<file path="src/sv/crc_protected_block_framer_top_macros.svh">
// assertion helpers used by the framer back end
`ifndef CRC_PROTECTED_BLOCK_FRAMER_TOP_MACROS_SVH
`define CRC_PROTECTED_BLOCK_FRAMER_TOP_MACROS_SVH

// same-cycle implication, held off during reset
`define CPBF_ASSERT_NOW(label, ante, cons, msg) \
    label: assert property (@(posedge i_clk) disable iff (!i_rst_n) (ante) |-> (cons)) \
        else $error(msg);

// next-cycle implication, held off during reset
`define CPBF_ASSERT_NEXT(label, ante, cons, msg) \
    label: assert property (@(posedge i_clk) disable iff (!i_rst_n) (ante) |=> (cons)) \
        else $error(msg);

`endif

</file>
<file path="src/sv/cpbf_pkg.sv">
package cpbf_pkg;

    localparam int BLOCK_DATA_BYTES = 32;
    localparam int RECORD_BYTES     = BLOCK_DATA_BYTES + 2;
    localparam int POS_W            = $clog2(BLOCK_DATA_BYTES);
    localparam int QUEUE_DEPTH      = 2;
    localparam int Q_PTR_W          = (QUEUE_DEPTH > 1) ? $clog2(QUEUE_DEPTH) : 1;
    localparam int Q_CNT_W          = $clog2(QUEUE_DEPTH + 1);

    // position of the last data byte in a record
    localparam logic [POS_W-1:0] POS_END = POS_W'(BLOCK_DATA_BYTES - 1);

    localparam logic [15:0] CRC_INIT = 16'hFFFF;
    localparam logic [15:0] CRC_POLY = 16'h8005;
    localparam logic [7:0]  PAD_BYTE = 8'hFF;

    // one classified input transaction
    typedef struct packed {
        logic [7:0]  data;
        logic        last;
        logic        first;
        logic [31:0] offset;
    } t_item;

    typedef struct packed {
        logic full;
        logic empty;
    } t_q_flags;

    // crc-16, msb first, one byte
    function automatic logic [15:0] crc_feed(input logic [15:0] crc, input logic [7:0] b);
        logic [15:0] c;
        c = crc ^ {b, 8'h00};
        for (int i = 0; i < 8; i++) begin
            if (c[15]) begin
                c = {c[14:0], 1'b0} ^ CRC_POLY;
            end else begin
                c = {c[14:0], 1'b0};
            end
        end
        return c;
    endfunction

endpackage

</file>
<file path="src/sv/cpbf_front.sv">
module cpbf_front (
    input  logic                  i_clk,
    input  logic                  i_rst_n,
    input  logic                  i_in_valid,
    output logic                  o_in_ready,
    input  logic [7:0]            i_data_byte,
    input  logic                  i_last_byte,
    input  logic [25:0]           i_start_block,
    input  cpbf_pkg::t_q_flags    i_q_flags,
    output logic                  o_push,
    output cpbf_pkg::t_item       o_item
);

    logic r_active;
    logic n_active;

    assign o_in_ready = !i_q_flags.full;
    assign o_push     = i_in_valid && o_in_ready;

    // first byte of a write carries the record offset of its start block
    always_comb begin
        o_item.data   = i_data_byte;
        o_item.last   = i_last_byte;
        o_item.first  = !r_active;
        o_item.offset = 32'(32'(i_start_block) * 32'(cpbf_pkg::RECORD_BYTES));
    end

    always_comb begin
        n_active = r_active;
        if (o_push) begin
            n_active = !i_last_byte;
        end
    end

    always_ff @(posedge i_clk) begin
        if (!i_rst_n) begin
            r_active <= 1'b0;
        end else begin
            r_active <= n_active;
        end
    end

endmodule

</file>
<file path="src/sv/cpbf_queue.sv">
module cpbf_queue (
    input  logic               i_clk,
    input  logic               i_rst_n,
    input  logic               i_push,
    input  cpbf_pkg::t_item    i_item,
    input  logic               i_pop,
    output cpbf_pkg::t_item    o_item,
    output cpbf_pkg::t_q_flags o_flags
);

    cpbf_pkg::t_item                    r_mem [cpbf_pkg::QUEUE_DEPTH];
    logic [cpbf_pkg::Q_PTR_W-1:0]       r_wr_ptr;
    logic [cpbf_pkg::Q_PTR_W-1:0]       r_rd_ptr;
    logic [cpbf_pkg::Q_CNT_W-1:0]       r_count;
    logic [cpbf_pkg::Q_PTR_W-1:0]       n_wr_ptr;
    logic [cpbf_pkg::Q_PTR_W-1:0]       n_rd_ptr;
    logic [cpbf_pkg::Q_CNT_W-1:0]       n_count;

    assign o_flags.full  = (r_count == cpbf_pkg::Q_CNT_W'(cpbf_pkg::QUEUE_DEPTH));
    assign o_flags.empty = (r_count == '0);
    assign o_item        = r_mem[r_rd_ptr];

    always_comb begin
        n_wr_ptr = r_wr_ptr;
        n_rd_ptr = r_rd_ptr;
        n_count  = r_count;
        if (i_push) begin
            n_wr_ptr = (r_wr_ptr == cpbf_pkg::Q_PTR_W'(cpbf_pkg::QUEUE_DEPTH - 1)) ?
                       '0 : cpbf_pkg::Q_PTR_W'(r_wr_ptr + 1'b1);
        end
        if (i_pop) begin
            n_rd_ptr = (r_rd_ptr == cpbf_pkg::Q_PTR_W'(cpbf_pkg::QUEUE_DEPTH - 1)) ?
                       '0 : cpbf_pkg::Q_PTR_W'(r_rd_ptr + 1'b1);
        end
        case ({i_push, i_pop})
            2'b10:   n_count = cpbf_pkg::Q_CNT_W'(r_count + 1'b1);
            2'b01:   n_count = cpbf_pkg::Q_CNT_W'(r_count - 1'b1);
            default: n_count = r_count;
        endcase
    end

    always_ff @(posedge i_clk) begin
        if (!i_rst_n) begin
            r_wr_ptr <= '0;
            r_rd_ptr <= '0;
            r_count  <= '0;
        end else begin
            r_wr_ptr <= n_wr_ptr;
            r_rd_ptr <= n_rd_ptr;
            r_count  <= n_count;
        end
    end

    always_ff @(posedge i_clk) begin
        if (i_push) begin
            r_mem[r_wr_ptr] <= i_item;
        end
    end

endmodule

</file>
<file path="src/sv/cpbf_back.sv">
`include "crc_protected_block_framer_top_macros.svh"

module cpbf_back (
    input  logic               i_clk,
    input  logic               i_rst_n,
    input  logic [31:0]        i_flash_base,
    input  cpbf_pkg::t_item    i_item,
    input  cpbf_pkg::t_q_flags i_q_flags,
    output logic               o_pop,
    output logic               o_out_valid,
    input  logic               i_out_ready,
    output logic [7:0]         o_flash_byte,
    output logic [31:0]        o_flash_addr,
    output logic               o_write_done
);

    typedef enum logic [3:0] {
        S_DATA   = 4'b0001,
        S_PAD    = 4'b0010,
        S_CRC_HI = 4'b0100,
        S_CRC_LO = 4'b1000
    } t_state;

    t_state                       r_state, n_state;
    logic [cpbf_pkg::POS_W-1:0]   r_pos, n_pos;
    logic [15:0]                  r_crc, n_crc;
    logic [31:0]                  r_addr, n_addr;
    logic                         r_last, n_last;
    logic                         r_out_valid;
    logic [7:0]                   r_out_byte;
    logic [31:0]                  r_out_addr;
    logic                         r_out_done;

    logic                         adv;
    logic                         load;
    logic [7:0]                   load_byte;
    logic [31:0]                  load_addr;
    logic                         load_done;
    logic [31:0]                  cur_addr;
    logic [15:0]                  cur_crc;
    logic [cpbf_pkg::POS_W-1:0]   cur_pos;

    // output register frees up when empty or being taken
    assign adv = !r_out_valid || i_out_ready;

    assign cur_addr = i_item.first ? (i_flash_base + i_item.offset) : r_addr;
    assign cur_crc  = i_item.first ? cpbf_pkg::CRC_INIT : r_crc;
    assign cur_pos  = i_item.first ? '0 : r_pos;

    always_comb begin
        n_state   = r_state;
        n_pos     = r_pos;
        n_crc     = r_crc;
        n_addr    = r_addr;
        n_last    = r_last;
        o_pop     = 1'b0;
        load      = 1'b0;
        load_byte = i_item.data;
        load_addr = r_addr;
        load_done = 1'b0;
        unique case (r_state)
            S_DATA: begin
                if (adv && !i_q_flags.empty) begin
                    o_pop     = 1'b1;
                    load      = 1'b1;
                    load_byte = i_item.data;
                    load_addr = cur_addr;
                    n_crc     = cpbf_pkg::crc_feed(cur_crc, i_item.data);
                    n_addr    = cur_addr + 32'd1;
                    n_last    = i_item.last;
                    n_pos     = cpbf_pkg::POS_W'(cur_pos + 1'b1);
                    if (cur_pos == cpbf_pkg::POS_END) begin
                        n_state = S_CRC_HI;
                    end else if (i_item.last) begin
                        n_state = S_PAD;
                    end
                end
            end
            S_PAD: begin
                if (adv) begin
                    load      = 1'b1;
                    load_byte = cpbf_pkg::PAD_BYTE;
                    n_crc     = cpbf_pkg::crc_feed(r_crc, cpbf_pkg::PAD_BYTE);
                    n_addr    = r_addr + 32'd1;
                    n_pos     = cpbf_pkg::POS_W'(r_pos + 1'b1);
                    if (r_pos == cpbf_pkg::POS_END) begin
                        n_state = S_CRC_HI;
                    end
                end
            end
            S_CRC_HI: begin
                if (adv) begin
                    load      = 1'b1;
                    load_byte = r_crc[15:8];
                    n_addr    = r_addr + 32'd1;
                    n_state   = S_CRC_LO;
                end
            end
            S_CRC_LO: begin
                if (adv) begin
                    load      = 1'b1;
                    load_byte = r_crc[7:0];
                    load_done = r_last;
                    n_addr    = r_addr + 32'd1;
                    n_pos     = '0;
                    n_crc     = cpbf_pkg::CRC_INIT;
                    n_state   = S_DATA;
                end
            end
            default: n_state = S_DATA;
        endcase
    end

    always_ff @(posedge i_clk) begin
        if (!i_rst_n) begin
            r_state     <= S_DATA;
            r_pos       <= '0;
            r_crc       <= cpbf_pkg::CRC_INIT;
            r_addr      <= '0;
            r_last      <= 1'b0;
            r_out_valid <= 1'b0;
        end else begin
            r_state <= n_state;
            r_pos   <= n_pos;
            r_crc   <= n_crc;
            r_addr  <= n_addr;
            r_last  <= n_last;
            if (load) begin
                r_out_valid <= 1'b1;
            end else if (i_out_ready) begin
                r_out_valid <= 1'b0;
            end
        end
    end

    always_ff @(posedge i_clk) begin
        if (load) begin
            r_out_byte <= load_byte;
            r_out_addr <= load_addr;
            r_out_done <= load_done;
        end
    end

    assign o_out_valid  = r_out_valid;
    assign o_flash_byte = r_out_byte;
    assign o_flash_addr = r_out_addr;
    assign o_write_done = r_out_done;

    `CPBF_ASSERT_NOW(a_pad_after_data, (r_state == S_PAD), (r_pos != '0),
        "pad with no data byte")
    `CPBF_ASSERT_NEXT(a_record_restart, (r_state == S_CRC_LO && adv),
        (r_state == S_DATA && r_pos == '0 && r_crc == cpbf_pkg::CRC_INIT),
        "record state not reset after crc")
    `CPBF_ASSERT_NOW(a_pop_needs_item, o_pop, (!i_q_flags.empty && adv),
        "pop from empty queue or into busy output")

endmodule

</file>
<file path="src/sv/crc_protected_block_framer_top.sv">
// crc-protected block framer: takes the data bytes of one flash write (start_block
// sampled on the first byte, last_byte on the final one) and turns them into
// 34-byte flash records of 32 data bytes and a crc-16 (poly 0x8005, init 0xffff,
// msb first, high byte first); a short final block is padded with 0xff, and the
// pads count in the crc. every record byte leaves with its address
// flash_base + start_block*34 + record offset + position, modulo 2^32, and
// write_done marks the crc low byte of the write's last record. flash_base is
// written with i_cfg_we and takes effect at the next write. data bytes, pad bytes
// and the two crc bytes are all issued by the single byte sequencer in the back
// end; while it issues pad and crc bytes, the input stalls once the two-entry
// queue is full.
module crc_protected_block_framer_top (
    input  logic        i_clk,
    input  logic        i_rst_n,
    input  logic        i_cfg_we,
    input  logic [31:0] i_cfg_data,
    input  logic        i_in_valid,
    output logic        o_in_ready,
    input  logic [7:0]  i_data_byte,
    input  logic        i_last_byte,
    input  logic [25:0] i_start_block,
    output logic        o_out_valid,
    input  logic        i_out_ready,
    output logic [7:0]  o_flash_byte,
    output logic [31:0] o_flash_addr,
    output logic        o_write_done
);

    // partition base register
    logic [31:0] r_flash_base;

    // front to queue to back
    logic                push;
    logic                pop;
    cpbf_pkg::t_item     front_item;
    cpbf_pkg::t_item     head_item;
    cpbf_pkg::t_q_flags  q_flags;

    always_ff @(posedge i_clk) begin
        if (!i_rst_n) begin
            r_flash_base <= '0;
        end else if (i_cfg_we) begin
            r_flash_base <= i_cfg_data;
        end
    end

    // classifies each transaction: first byte of a write and its record offset
    cpbf_front u_front (
        .i_clk         (i_clk),
        .i_rst_n       (i_rst_n),
        .i_in_valid    (i_in_valid),
        .o_in_ready    (o_in_ready),
        .i_data_byte   (i_data_byte),
        .i_last_byte   (i_last_byte),
        .i_start_block (i_start_block),
        .i_q_flags     (q_flags),
        .o_push        (push),
        .o_item        (front_item)
    );

    // decouples input acceptance from the padding and crc bursts
    cpbf_queue u_queue (
        .i_clk   (i_clk),
        .i_rst_n (i_rst_n),
        .i_push  (push),
        .i_item  (front_item),
        .i_pop   (pop),
        .o_item  (head_item),
        .o_flags (q_flags)
    );

    // emits data, pad and crc bytes with running address
    cpbf_back u_back (
        .i_clk        (i_clk),
        .i_rst_n      (i_rst_n),
        .i_flash_base (r_flash_base),
        .i_item       (head_item),
        .i_q_flags    (q_flags),
        .o_pop        (pop),
        .o_out_valid  (o_out_valid),
        .i_out_ready  (i_out_ready),
        .o_flash_byte (o_flash_byte),
        .o_flash_addr (o_flash_addr),
        .o_write_done (o_write_done)
    );

endmodule
</file>
<file path="config.mk">
export PLATFORM = sky130hd
export DESIGN_NAME = crc_protected_block_framer_top
export DESIGN_NICKNAME = d
export VERILOG_FILES = /design/src/sv/cpbf_pkg.sv /design/src/sv/cpbf_front.sv /design/src/sv/cpbf_queue.sv /design/src/sv/cpbf_back.sv /design/src/sv/crc_protected_block_framer_top.sv
export VERILOG_INCLUDE_DIRS = /design/src /design/src/sv
export SDC_FILE = /design/constraint.sdc
export NUM_CORES = 1
export LEC_CHECK = 0
export ABC_AREA = 1
export BUFFER_PORTS_ARGS = -buffer_cell sky130_fd_sc_hd__buf_2
export CAP_MARGIN = 5
export CORE_UTILIZATION = 55
export DETAILED_ROUTE_END_ITERATION = 8
export PLACE_DENSITY_LB_ADDON = 0.12
export REMOVE_ABC_BUFFERS = 1
export SLEW_MARGIN = 20
export SYNTH_ARGS = -nofsm -noshare
export SYNTH_HDL_FRONTEND = slang
export SYNTH_SLANG_ARGS = --single-unit
</file>
<file path="constraint.sdc">
create_clock -name i_clk -period 3.8 [get_ports i_clk]
set_clock_uncertainty 0.2 [all_clocks]
set_input_delay 0.76 -clock i_clk [delete_from_list [all_inputs] [get_ports i_clk]]
set_output_delay 0.76 -clock i_clk [all_outputs]
set_load 0.01 [all_outputs]
</file>
==> impl_metrics.toml <==
[floorplanning]
initial_core_util_pct = 56.6
pin_count = 115
die_w_um = 164
core_um2 = 25400
die_h_um = 164
dieArea_um2 = 26800
floorplan.rows = 58

[worst_setup_path]
criticalPathCategory = "reg -> reg"
r2r_slack_ps = 240
r2r_cells = 23
crit_path_start_kind = "flop"
worstPathArrival_ps = 3770
cp.required_ps = 4010
critPathMaxFanout = 32
worstReg2RegEnd = "u_back.r_addr[30]$_SDFFE_PN0P_"
crit_path_end_kind = "flop"

[clock_network]
cts_sinks = 220
cts_root_buf = "clkbuf_16"
cts_tree = "yes"
htreeDepth = 1
clock_path_buffers = 3
worstSkewPairLatency_ps = 530
clkTransAtPathRegs_ps = 60
cts_hold_buf = 0
numCtsBuffers = 25

[final_layout]
layout-drive-gt1-share_pct = 12.7
syn2layout_area_growth_pct = 13.9
fin_nets = 2261
stdcell_area_um2 = 16400
fin_util_pct = 64.5
final_cells = 2458
diodes = 0

[timing]
hold_violations = 0
fmax_ghz = 0.281
min_period_ps = 3560
finalSetupTns_ps = 0
fin_hold_ws_ps = 233
slew_headroom_pct = 35.0
timing.final.crit_share_pct = 93.8
worst_slew_pin_slew_ps = 974
slew_viol_final = 0
finalSetupViolCount = 0
setup_slack_ps = 235
rsz0062_at_grt = "true"

[routing]
ant_nets = 0
wl_per_cell_um = 15.1
drc = 0
vias = 13091
via_per_inst = 5.33
routed_wl_mm = 37.2
drt-pass1-iter-count = 6
first_iter_violations = 908

[worst_hold_path]
worstHoldPathCells = 1
hold_end = "u_queue.r_mem[1][35]$_DFFE_PP_"
hold_path_class = "in -> reg"
hp-start = "i_data_byte[2]"

[flow_run]
max_cap_viol_count = 0

[global_routing]
antenna_found_initial = 0
grt_use_total_pct = 28.1
grt_start_max_net_pins = 80
grt_overflow = 0
grt_pass1_vias = 12168
grt_pass1_wl_mm = 59.9

[placement]
routabilityCongestion = 0.952
io_buffers = 114
placed_area_um2 = 15400
place_inst = 2412
dp_hpwl_mm = 28.4
pre_cts_ws_ps = 61.5

[synthesis]
ys_ff_latch = 220
yosysTopAreaCell = "edfxtp_1"
syn_area_per_cell_um2 = 7.23
yosysMostFrequentCell = "nand2_1"
synth.top_cells.by_count = "nand2_1 (605), inv_1 (263), nor2_1 (175)"
ys_top_cells_by_area = "edfxtp_1 (26%), nand2_1 (16%), dfxtp_1 (14%), inv_1 (6.9%), ha_1 (6.7%)"
synth-seq-area-share_pct = 39.2
synth_enable_flop_cells = 123
synthCells = 1988
synth_top_area_share_pct = 25.7
async_flop_share_pct = 0
synth_warnings = 0
ys_types = 50
synthFlopType = "edfxtp_1"
synthesis.area_um2 = 14400

[pwr]
sw_frac_of_total_pct = 46.6
p_leak_nw = 8.05
p_seq_share_pct = 26.8
clkPwrFrac_pct = 17.9
finalPower_mw = 14.2
p_int_mw = 7.61
power_density_nw_per_um2 = 870
irDropWorstVdd_uv = 507
pwr-share-comb_pct = 55.3
switchingPower_mw = 6.63

[status]
outcome = "complete, no violations"
sequential cells by signal (all words and copies together), names as in the netlist, named ones only:
signal and cells:
u_back.o_flash_addr 32, u_queue.r_rd_ptr 1, u_queue.r_wr_ptr 1, u_back.r_state 4
u_queue.r_count 2, u_back.o_out_valid 1, u_back.r_pos 5, u_front.r_active 1
u_back.o_flash_byte 8, u_queue.r_mem 82, u_back.r_crc 16, u_back.r_last 1
u_back.o_write_done 1, r_flash_base 32, u_back.r_addr 32
power groups by stage:
stage               clock network (mW)  logic [mW]  registers (mW)
floorplan                            0        5.23            3.98
global placement                     0        7.56            3.84
detailed placement                   0        7.66            3.85
CTS                               2.58        7.71            3.81
global route                      2.68        8.84            3.90
finish                            2.55        7.87            3.82
final cells by class:
class                   count  area (um2)
clock buffers              34         719
clock inverters            11         161
fillers                  2345        9030
inverters                 268        1010
multi-input cells        1443        7560
flip-flops and latches    220        5640
well taps                 330         413
repair buffers            152         872
kinds of logic after synthesis:
group | after synthesis | share of synthesized area [%]
compound gates | 267 | 10.5
xor+xnor | 70 | 4.27
fa+ha+maj | 79 | 6.98
buf+inv | 325 | 8.79
flops | 220 | 39.2
mux | 2 | 0.139
simple gates | 1025 | 30.1
worst max path at each step:
stage / start / endpoint / slack [ps] / cells past startpoint
finish: flop / u_back.r_addr[30]$_SDFFE_PN0P_ / 240 / 23
global route: flop / u_back.r_addr[26]$_SDFFE_PN0P_ / -30 / 22
CTS: flop / u_back.r_addr[29]$_SDFFE_PN0P_ / 110 / 23
detailed placement: i_start_block[3] / u_queue.r_mem[1][30]$_DFFE_PP_ / 60 / 13
global placement: flop / u_back.r_addr[29]$_SDFFE_PN0P_ / 100 / 22
floorplan: i_out_ready / u_back.r_addr[11]$_SDFFE_PN0P_ / -2140 / 9
timing repair:
action,CTS,global route
buffers inserted,0,1
gates resized for setup,0,25
endpoints found under the setup margin,0,21
routing by layer:
metal / up-vias / global-route usage, % / wire length [um]
li1: 6707 / - / -
met5: - / 0 / 0
met3: 44 / 3.05 / 2300
met1: 5959 / 38.5 / 17300
met4: 0 / 7.37 / 787
met2: 381 / 46.9 / 16900
cells in the final DEF, fill, tap and decap left out, types with 13 or more instances in the layout:
| master | netlist | routed |
|---|---|---|
| edfxtp_1 | 123 | 123 |
| o211ai_1 | 18 | 18 |
| o21ai_0 | 117 | 117 |
| dfxtp_1 | 97 | 96 |
| xnor2_1 | 20 | 20 |
| nand3_1 | 159 | 156 |
| nand4_1 | 21 | 21 |
| ha_1 | 77 | 71 |
| nor2_2 | 8 | 15 |
| nand2_2 | 8 | 13 |
| a21oi_1 | 80 | 80 |
| buf_2 | 14 | 114 |
| xor2_1 | 50 | 50 |
| clkbuf_16 | 0 | 25 |
| or2_2 | 15 | 15 |
| buf_4 | 1 | 36 |
| nor2_1 | 175 | 164 |
| nand2_1 | 605 | 600 |
| inv_1 | 263 | 262 |
critical path: stages, from the launching register on:
cell and delay, ps:
dfxtp_2 370, inv_2 90, buf_12 170, nand2_1 70, nand2_1 60, ha_1 380
nand2_1 130, nor2_1 240, and2_1 230, nand3_1 170, nand3_1 120, nand2_1 50
nand3_1 120, nand2_1 90, nand2_1 60, nand2_1 120, nor2_2 170, inv_1 90
nor2_1 100, nand2_1 100, nor2_1 110, nand2_1 50, nand2_1 70, a21oi_2 50
Power figures use the tool's default switching activity.
